$ cat config.mk
export PLATFORM = sky130hd
export DESIGN_NAME = mtfd_cell
export DESIGN_NICKNAME = d
export VERILOG_FILES = /design/src/hdl/mtfd_pkg.sv /design/src/hdl/mtfd_cell.sv
export SDC_FILE = /design/constraint.sdc
export NUM_CORES = 1
export LEC_CHECK = 0
export BUFFER_PORTS_ARGS = -buffer_cell sky130_fd_sc_hd__buf_2
export CORE_AREA = 5 5 375 377
export CTS_CLUSTER_DIAMETER = 150
export DETAILED_ROUTE_END_ITERATION = 7
export DIE_AREA = 0 0 380 382
export GPL_TIMING_DRIVEN = 0
export PLACE_DENSITY = 0.3
export SKIP_CTS_REPAIR_TIMING = 1
export SLEW_MARGIN = 5
export SYNTH_ARGS = -nofsm -noshare
export SYNTH_HDL_FRONTEND = slang
export SYNTH_SLANG_ARGS = --single-unit
$ cat constraint.sdc
create_clock -name clk_i -period 6 [get_ports clk_i]
set_clock_uncertainty 0.1 [all_clocks]
set_input_delay 0.6 -clock clk_i [delete_from_list [all_inputs] [get_ports clk_i]]
set_output_delay 0.6 -clock clk_i [all_outputs]
set_load 0.05 [all_outputs]
$ cat src/hdl/mtfd_pkg.sv
// Shared types, widths and helper functions of the move-to-front dedup list.
// Depends on nothing; every other file of the block imports it.
package mtfd_pkg;

  localparam int unsigned MAC_W      = 48;
  localparam int unsigned LEN_W      = 6;
  localparam int unsigned WORD_W     = 64;
  localparam int unsigned NAME_WORDS = 4;
  localparam int unsigned NAME_BYTES = 32;
  localparam int unsigned RSSI_W     = 8;
  localparam int unsigned CHAN_W     = 4;
  localparam int unsigned SLOT_W     = 5;
  localparam int unsigned POS_W      = 5;
  localparam int unsigned CNT_W      = 6;

  localparam logic OP_INGEST = 1'b0;
  localparam logic OP_READ   = 1'b1;

  typedef logic [NAME_WORDS-1:0][WORD_W-1:0] name_t;

  typedef struct packed {
    logic [MAC_W-1:0]  mac;
    logic [LEN_W-1:0]  len;
    name_t             name;
    logic [RSSI_W-1:0] rssi;
    logic [CHAN_W-1:0] chan;
  } entry_t;

  typedef struct packed {
    logic cmp_en;
    logic upd_en;
  } cell_ctrl_t;

  typedef struct packed {
    logic              hit;
    logic [POS_W-1:0]  position;
    logic [CNT_W-1:0]  count;
    logic              entry_valid;
    entry_t            entry;
  } result_t;

  // Clamp a name length to the longest name.
  function automatic logic [LEN_W-1:0] sat_len(input logic [LEN_W-1:0] len);
    if (len > LEN_W'(NAME_BYTES)) begin
      return LEN_W'(NAME_BYTES);
    end
    return len;
  endfunction

  // Zero the name bytes at and beyond the length.
  function automatic name_t mask_name(input logic [LEN_W-1:0] len, input name_t name);
    logic [NAME_WORDS*WORD_W-1:0] flat;
    logic [NAME_WORDS*WORD_W-1:0] res;
    flat = name;
    res  = '0;
    for (int b = 0; b < NAME_BYTES; b++) begin
      if (LEN_W'(b) < len) begin
        res[b*8 +: 8] = flat[b*8 +: 8];
      end
    end
    return name_t'(res);
  endfunction

endpackage

$ cat src/hdl/mtfd_cell.sv
// One list slot: holds an entry, compares it against the broadcast key and
// takes its neighbor's entry on a shift. Depends on mtfd_pkg.
module mtfd_cell #(
  parameter int unsigned INDEX    = 0,
  parameter int unsigned CNT_BITS = 6
) (
  input  logic                 clk_i,
  input  logic                 rst_ni,
  input  mtfd_pkg::cell_ctrl_t ctrl_i,
  input  mtfd_pkg::entry_t     key_i,
  input  mtfd_pkg::entry_t     prev_i,
  input  logic [CNT_BITS-1:0]  count_i,
  input  logic                 seen_i,
  output mtfd_pkg::entry_t     entry_o,
  output logic                 match_o,
  output logic                 seen_o
);
  import mtfd_pkg::*;

  entry_t entry_q;
  logic   match_q;
  logic   occupied;
  logic   key_eq;

  assign occupied = count_i > CNT_BITS'(INDEX);
  assign key_eq   = (entry_q.mac == key_i.mac) && (entry_q.len == key_i.len) &&
                    (entry_q.name == key_i.name);

  always_ff @(posedge clk_i or negedge rst_ni) begin
    if (!rst_ni) begin
      match_q <= 1'b0;
    end else if (ctrl_i.cmp_en) begin
      match_q <= occupied && key_eq;
    end
  end

  // Shift in from the neighbor unless a match lies ahead of this slot.
  always_ff @(posedge clk_i) begin
    if (ctrl_i.upd_en && !seen_i) begin
      entry_q <= prev_i;
    end
  end

  assign entry_o = entry_q;
  assign match_o = match_q;
  assign seen_o  = seen_i | match_q;

endmodule

Word level (Yosys, flattened, before mapping). Cells that the tools add are included.

Register bits: 323. Memory bits (writable): 0. Bits of input ports: 655. Bits in latches: 0. Memories: 0. Memory bits (read-only): 0. Output and inout port bits: 324. Word-level logic and storage cells: 19.

Muxes and demuxes: 0. $lt $le $gt $ge: 1. Add/subtract/negate cells: 0. Bitwise operators: 1. Reduce and logical (&&, ||, !) cells: 5. Eq/ne operators: 3. Multipliers: 0. Div/mod/pow operators: 0. Shift operators: 0.

Operators by type and width (count): $eq A256 B256 Y1 (1); $eq A48 B48 Y1 (1); $eq A6 B6 Y1 (1); $gt A6 B1 Y1 const B (1); $logic_and A1 B1 Y1 (4); $logic_not A1 Y1 (1); $or A1 B1 Y1 (1).

Depth between registers and ports, before layout.
Word-level depth: 4. Gate-level depth with buffers: 7. Gate-level depth less buffers: 7.

Worst setup path before layout. No wires, ideal clock.

Path type: input -> register. Start point: in seen_i. End point: reg entry_q (netlist bit entry_o[0]) (enable). Library setup time: 1056 ps. Stages: 1. Arrival time: 14826 ps. Buffers on the path: 0. Data required time: 4844 ps. Slack: -9982 ps. Cell sequence: nor2b_1.

Longest elaborated chain between the ends: 2.

RTL lines: from (decl) (RTL line mtfd_cell.sv:13) `input logic seen_i,`; $logic_not A1 Y1 (RTL line mtfd_cell.sv:39) `if (ctrl_i.upd_en && !seen_i) begin`; $logic_and A1 B1 Y1 (RTL line mtfd_cell.sv:39); to (signal assigned) (RTL line mtfd_cell.sv:40) `entry_q <= prev_i;`; to (decl) (RTL line mtfd_cell.sv:20) `entry_t entry_q;`.

No other way between the ends. A chain may end at the register's enable or synchronous reset.

Final worst setup path.
Start point: reg entry_q (netlist bit entry_o[285]). End point: reg match_q (netlist: match_o).

Longest elaborated chain between the ends: 4.

RTL lines: $eq A48 B48 Y1 (RTL line mtfd_cell.sv:26) `assign key_eq = (entry_q.mac == key_i.mac) && (entry_q.len == key_i.len) &&`; $logic_and A1 B1 Y1 (2 in a row) (RTL line mtfd_cell.sv:26); $logic_and A1 B1 Y1 (RTL line mtfd_cell.sv:33) `match_q <= occupied && key_eq;`; to (signal assigned) (RTL line mtfd_cell.sv:33); to (decl) (RTL line mtfd_cell.sv:21) `logic match_q;`.

No other way between the ends.

==> flow_summary.html <==
<table>
<tr><th>Metric</th><th>Value</th></tr>
<tr><th colspan="2">Status</th></tr>
<tr><td>Outcome</td><td>complete, no violations</td></tr>
<tr><th colspan="2">Drt</th></tr>
<tr><td>Total vias in the final route</td><td>12407</td></tr>
<tr><td>Routed len/inst</td><td>28.9 um</td></tr>
<tr><td>Iteration count of the initial detailed-routing pass</td><td>4</td></tr>
<tr><td>DRC Markers</td><td>0</td></tr>
<tr><td>Post-detailed-route count of antenna-violating nets</td><td>0</td></tr>
<tr><td>Wirelength, routed</td><td>110000 um</td></tr>
<tr><td>Iter 0 DRT Violations</td><td>692</td></tr>
<tr><td>Vias per cell</td><td>3.26</td></tr>
<tr><th colspan="2">Clocking</th></tr>
<tr><td>H-Tree Level Count</td><td>2</td></tr>
<tr><td>Total CTS buffers</td><td>48</td></tr>
<tr><td>Clk Latency, worst-skew pair</td><td>0.61 ns</td></tr>
<tr><td>Number of sinks on the clock net</td><td>323</td></tr>
<tr><td>Clock tree from TritonCTS</td><td>built</td></tr>
<tr><td>Worst-case clock buffer depth</td><td>3</td></tr>
<tr><td>Clk pin slew, worst setup/hold paths</td><td>0.06 ns</td></tr>
<tr><td>Root buf cell</td><td>sky130_fd_sc_hd__clkbuf_16</td></tr>
<tr><th colspan="2">Power</th></tr>
<tr><td>Comb pwr share</td><td>20.0%</td></tr>
<tr><td>Switching component of the power</td><td>2.33 mW</td></tr>
<tr><td>Maximum resistive drop on vdd</td><td>0.195 mV</td></tr>
<tr><td>Power per unit of standard cell area</td><td>310 nW/um^2</td></tr>
<tr><td>Switching part of the total power</td><td>33.0%</td></tr>
<tr><td>Static leakage</td><td>9.52 nW</td></tr>
<tr><td>Cell internal power dissipation</td><td>4.72 mW</td></tr>
<tr><td>Clk network pwr share</td><td>40.1%</td></tr>
<tr><td>Portion of total power attributed to sequential cells</td><td>39.9%</td></tr>
<tr><td>Total chip power</td><td>7.05 mW</td></tr>
<tr><th colspan="2">Global routing</th></tr>
<tr><td>Number of antenna violations at the first check in global routing</td><td>74</td></tr>
<tr><td>Total global-route track usage</td><td>14.5%</td></tr>
<tr><td>Via count of the first global-routing pass</td><td>13266</td></tr>
<tr><td>Total gr overflow</td><td>0</td></tr>
<tr><td>Largest net degree at the start of global routing</td><td>29</td></tr>
<tr><td>Wire length of the first global-routing pass</td><td>137000 um</td></tr>
<tr><th colspan="2">Yosys</th></tr>
<tr><td>Sequential fraction of the synthesis area</td><td>71.0%</td></tr>
<tr><td>Flop and latch count out of synthesis</td><td>323</td></tr>
<tr><td>Cells after Synth</td><td>914</td></tr>
<tr><td>Avg Cell Area, Syn</td><td>14.9 um^2</td></tr>
<tr><td>Cell taking the most area after synthesis</td><td>sky130_fd_sc_hd__edfxtp_1</td></tr>
<tr><td>Share of Yosys cell area claimed by the top area cell type</td><td>70.9%</td></tr>
<tr><td>Synth unique cells</td><td>34</td></tr>
<tr><td>Total number of yosys warnings</td><td>0</td></tr>
<tr><td>Netlist area before placement</td><td>13600 um^2</td></tr>
<tr><td>Largest cells by area after synthesis</td><td>sky130_fd_sc_hd__edfxtp_1 71%, sky130_fd_sc_hd__xor2_1 6.2%, sky130_fd_sc_hd__inv_1 4.0%, sky130_fd_sc_hd__xnor2_1 3.5%, sky130_fd_sc_hd__o22ai_1 2.2%</td></tr>
<tr><td>Synthesized net count</td><td>1569</td></tr>
<tr><th colspan="2">Timing</th></tr>
<tr><td>Final slew viol count</td><td>0</td></tr>
<tr><td>Final worst setup slack</td><td>2.11 ns</td></tr>
<tr><td>Slew at the pin with the worst max-slew slack</td><td>1.29 ns</td></tr>
<tr><td>Number of hold violations in the final report</td><td>0</td></tr>
<tr><td>Max Fclk</td><td>0.257 GHz</td></tr>
<tr><td>Headroom to the max-slew limit</td><td>13.3%</td></tr>
<tr><td>Count of final setup violators</td><td>0</td></tr>
<tr><td>Final min period</td><td>3.89 ns</td></tr>
<tr><td>Setup repair after global routing missed its margin</td><td>false</td></tr>
<tr><td>Tcrit/Tclk final</td><td>64.8%</td></tr>
<tr><th colspan="2">Final layout</th></tr>
<tr><td>Fin nets</td><td>2611</td></tr>
<tr><td>Storage cell area</td><td>9690 um^2</td></tr>
<tr><td>Share of post-route cells with drive strength above 1</td><td>53.7%</td></tr>
<tr><td>Commonest non-fill, non-tap cell in the layout</td><td>sky130_fd_sc_hd__buf_2</td></tr>
<tr><td>Area of the multi-input gates</td><td>3440 um^2</td></tr>
<tr><td>Count of placed standard cells in the final layout, fillers left out</td><td>3805</td></tr>
<tr><td>Most frequent cells in the layout</td><td>967 x sky130_fd_sc_hd__buf_2, 322 x sky130_fd_sc_hd__edfxtp_1, 144 x sky130_fd_sc_hd__inv_1, 97 x sky130_fd_sc_hd__xor2_1, 55 x sky130_fd_sc_hd__xnor2_1</td></tr>
<tr><td>Syn-to-layout area delta</td><td>66.8%</td></tr>
<tr><td># fillers</td><td>15539</td></tr>
<tr><td>Post-layout utilization of the core</td><td>16.6%</td></tr>
<tr><th colspan="2">Critical path</th></tr>
<tr><td>Launch instance of the worst register-to-register path</td><td>entry_o[285]</td></tr>
<tr><td>CP Cell Sequence</td><td>nand2b_1, o2111ai_1, a2111oi_0, nand4_1, nor3_1, nand3_1, o22ai_2</td></tr>
<tr><td>Endpoint arrival time on the critical path</td><td>4.30 ns</td></tr>
<tr><td>Number of buffer and inverter instances along the worst setup path</td><td>0</td></tr>
<tr><td>Maximum fanout count along the critical path</td><td>3</td></tr>
<tr><td>Crit start category</td><td>flip-flop</td></tr>
<tr><td>Worst EP required</td><td>6.41 ns</td></tr>
<tr><td>Worst Setup End Kind</td><td>flip-flop</td></tr>
<tr><td>Worst setup path category</td><td>reg2reg</td></tr>
<tr><td>Beginning of the critical path</td><td>entry_o[285]</td></tr>
<tr><td>Cell family with the largest share of critical-path delay</td><td>simple AND/OR/NAND/NOR gates</td></tr>
<tr><td>Worst path max stage delay</td><td>0.98 ns</td></tr>
<tr><td>Master of the slowest instance on the critical path</td><td>sky130_fd_sc_hd__nor3_1</td></tr>
<tr><th colspan="2">Floorplan</th></tr>
<tr><td>Count of standard-cell rows</td><td>136</td></tr>
<tr><td>Starting density of the core</td><td>9.97%</td></tr>
<tr><td>Top-Level Pins</td><td>979</td></tr>
<tr><td>Die height</td><td>382 um</td></tr>
<tr><td>Die area</td><td>145000 um^2</td></tr>
<tr><td>Horizontal die dimension</td><td>380 um</td></tr>
<tr><td>Core Area</td><td>137000 um^2</td></tr>
<tr><th colspan="2">Placed design</th></tr>
<tr><td>DP HPWL</td><td>98100 um</td></tr>
<tr><td>Post-placement setup slack</td><td>1.82 ns</td></tr>
<tr><td>Final weighted congestion in routability-driven placement</td><td>0.872</td></tr>
<tr><td>IO Port Bufs</td><td>966</td></tr>
<tr><td>Post-placement cell count</td><td>3694</td></tr>
<tr><th colspan="2">Hold path</th></tr>
<tr><td>Hold crit path type</td><td>in2reg</td></tr>
<tr><td>Worst Hold Launch</td><td>prev_i[216]</td></tr>
<tr><th colspan="2">Run</th></tr>
<tr><td># Max-Cap Violations</td><td>0</td></tr>
</table>
path summary, 6_finish.rpt:
kind                           endpoint  slack [ns]  cells past startpoint
setup reg to reg                match_o        2.11                      7
hold reg to reg                 match_o        0.48                      2
max in group asynchronous       match_o        5.47                      2
hold / removal             entry_o[216]        0.06                      1
min in group asynchronous       match_o        0.24                      2
setup / recovery                match_o        2.11                      7
routing by layer:
metal | up-vias | GRT usage, % | wire length (um)
li1 | 5601 | - | -
met1 | 5957 | 17.2 | 44900
met2 | 655 | 23.9 | 51900
met5 | - | 0 | 172
met3 | 168 | 5.74 | 9430
met4 | 26 | 4.59 | 3340
through the flow:
step                area, um^2  hold WS, ns   TNS, ns
global route             22700     0.000324         0
finish                   22800       0.0647         0
floorplan                13700        0.204         0
global placement         20700        0.279  -1279.55
detailed placement       21100        0.277         0
CTS                      22700       -0.420         0
area by class of cell:
class	count	share of cell area (%)
flip-flops and latches	323	42.6
clock inverters	28	1.11
inverters	151	2.49
multi-input cells	440	15.1
well taps	1794	9.86
clock buffers	59	5.55
repair buffers	992	23.1
diodes	18	0.198
cell usage after synthesis:
cell type	instances
sky130_fd_sc_hd__edfxtp_1	322
sky130_fd_sc_hd__inv_1	144
sky130_fd_sc_hd__xor2_1	97
sky130_fd_sc_hd__xnor2_1	55
sky130_fd_sc_hd__o22ai_1	47
sky130_fd_sc_hd__nor4_1	43
sky130_fd_sc_hd__nand4_1	31
sky130_fd_sc_hd__o2bb2ai_1	28
sky130_fd_sc_hd__nand2b_1	27
sky130_fd_sc_hd__a22o_1	20
sky130_fd_sc_hd__a221oi_1	19
sky130_fd_sc_hd__nor2b_1	16
sky130_fd_sc_hd__a2111oi_0	12
sky130_fd_sc_hd__nor2_1	10
sky130_fd_sc_hd__o2111ai_1	9
sky130_fd_sc_hd__inv_2	5
sky130_fd_sc_hd__nor3_1	5
sky130_fd_sc_hd__a2111o_1	3
sky130_fd_sc_hd__nand3_1	3
sky130_fd_sc_hd__a2111oi_2	2
sky130_fd_sc_hd__clkinv_1	2
sky130_fd_sc_hd__o221ai_1	2
sky130_fd_sc_hd__a221o_1	1
sky130_fd_sc_hd__a222oi_1	1
sky130_fd_sc_hd__dfrtp_1	1
sky130_fd_sc_hd__nand2_1	1
sky130_fd_sc_hd__nor2b_4	1
sky130_fd_sc_hd__nor4_2	1
sky130_fd_sc_hd__nor4b_1	1
sky130_fd_sc_hd__o21ai_0	1
sky130_fd_sc_hd__o22ai_2	1
sky130_fd_sc_hd__o311ai_0	1
sky130_fd_sc_hd__or2_2	1
sky130_fd_sc_hd__or4_1	1
state kept, by name, indices dropped and copies added (netlist names):
name	cells
entry_o	322
match_o	1
kinds of logic after synthesis:
| logic type | Yosys count | share of synthesized area, % |
|---|---|---|
| compound gates | 147 | 8.74 |
| xor+xnor | 152 | 9.76 |
| buf+inv | 151 | 4.15 |
| flops | 323 | 71.0 |
| simple gates | 141 | 6.32 |
power by group through the flow:
stage | Combinational (mW) | Clock, mW | Sequential [mW]
2_1_floorplan | 0.227 | 0 | 3.32
3_3_place_gp | 1.40 | 0 | 2.89
3_5_place_dp | 1.44 | 0 | 2.86
4_1_cts | 1.44 | 2.98 | 2.82
5_1_grt | 1.49 | 3.06 | 2.83
6_report | 1.41 | 2.83 | 2.81
Power figures use the tool's default switching activity.
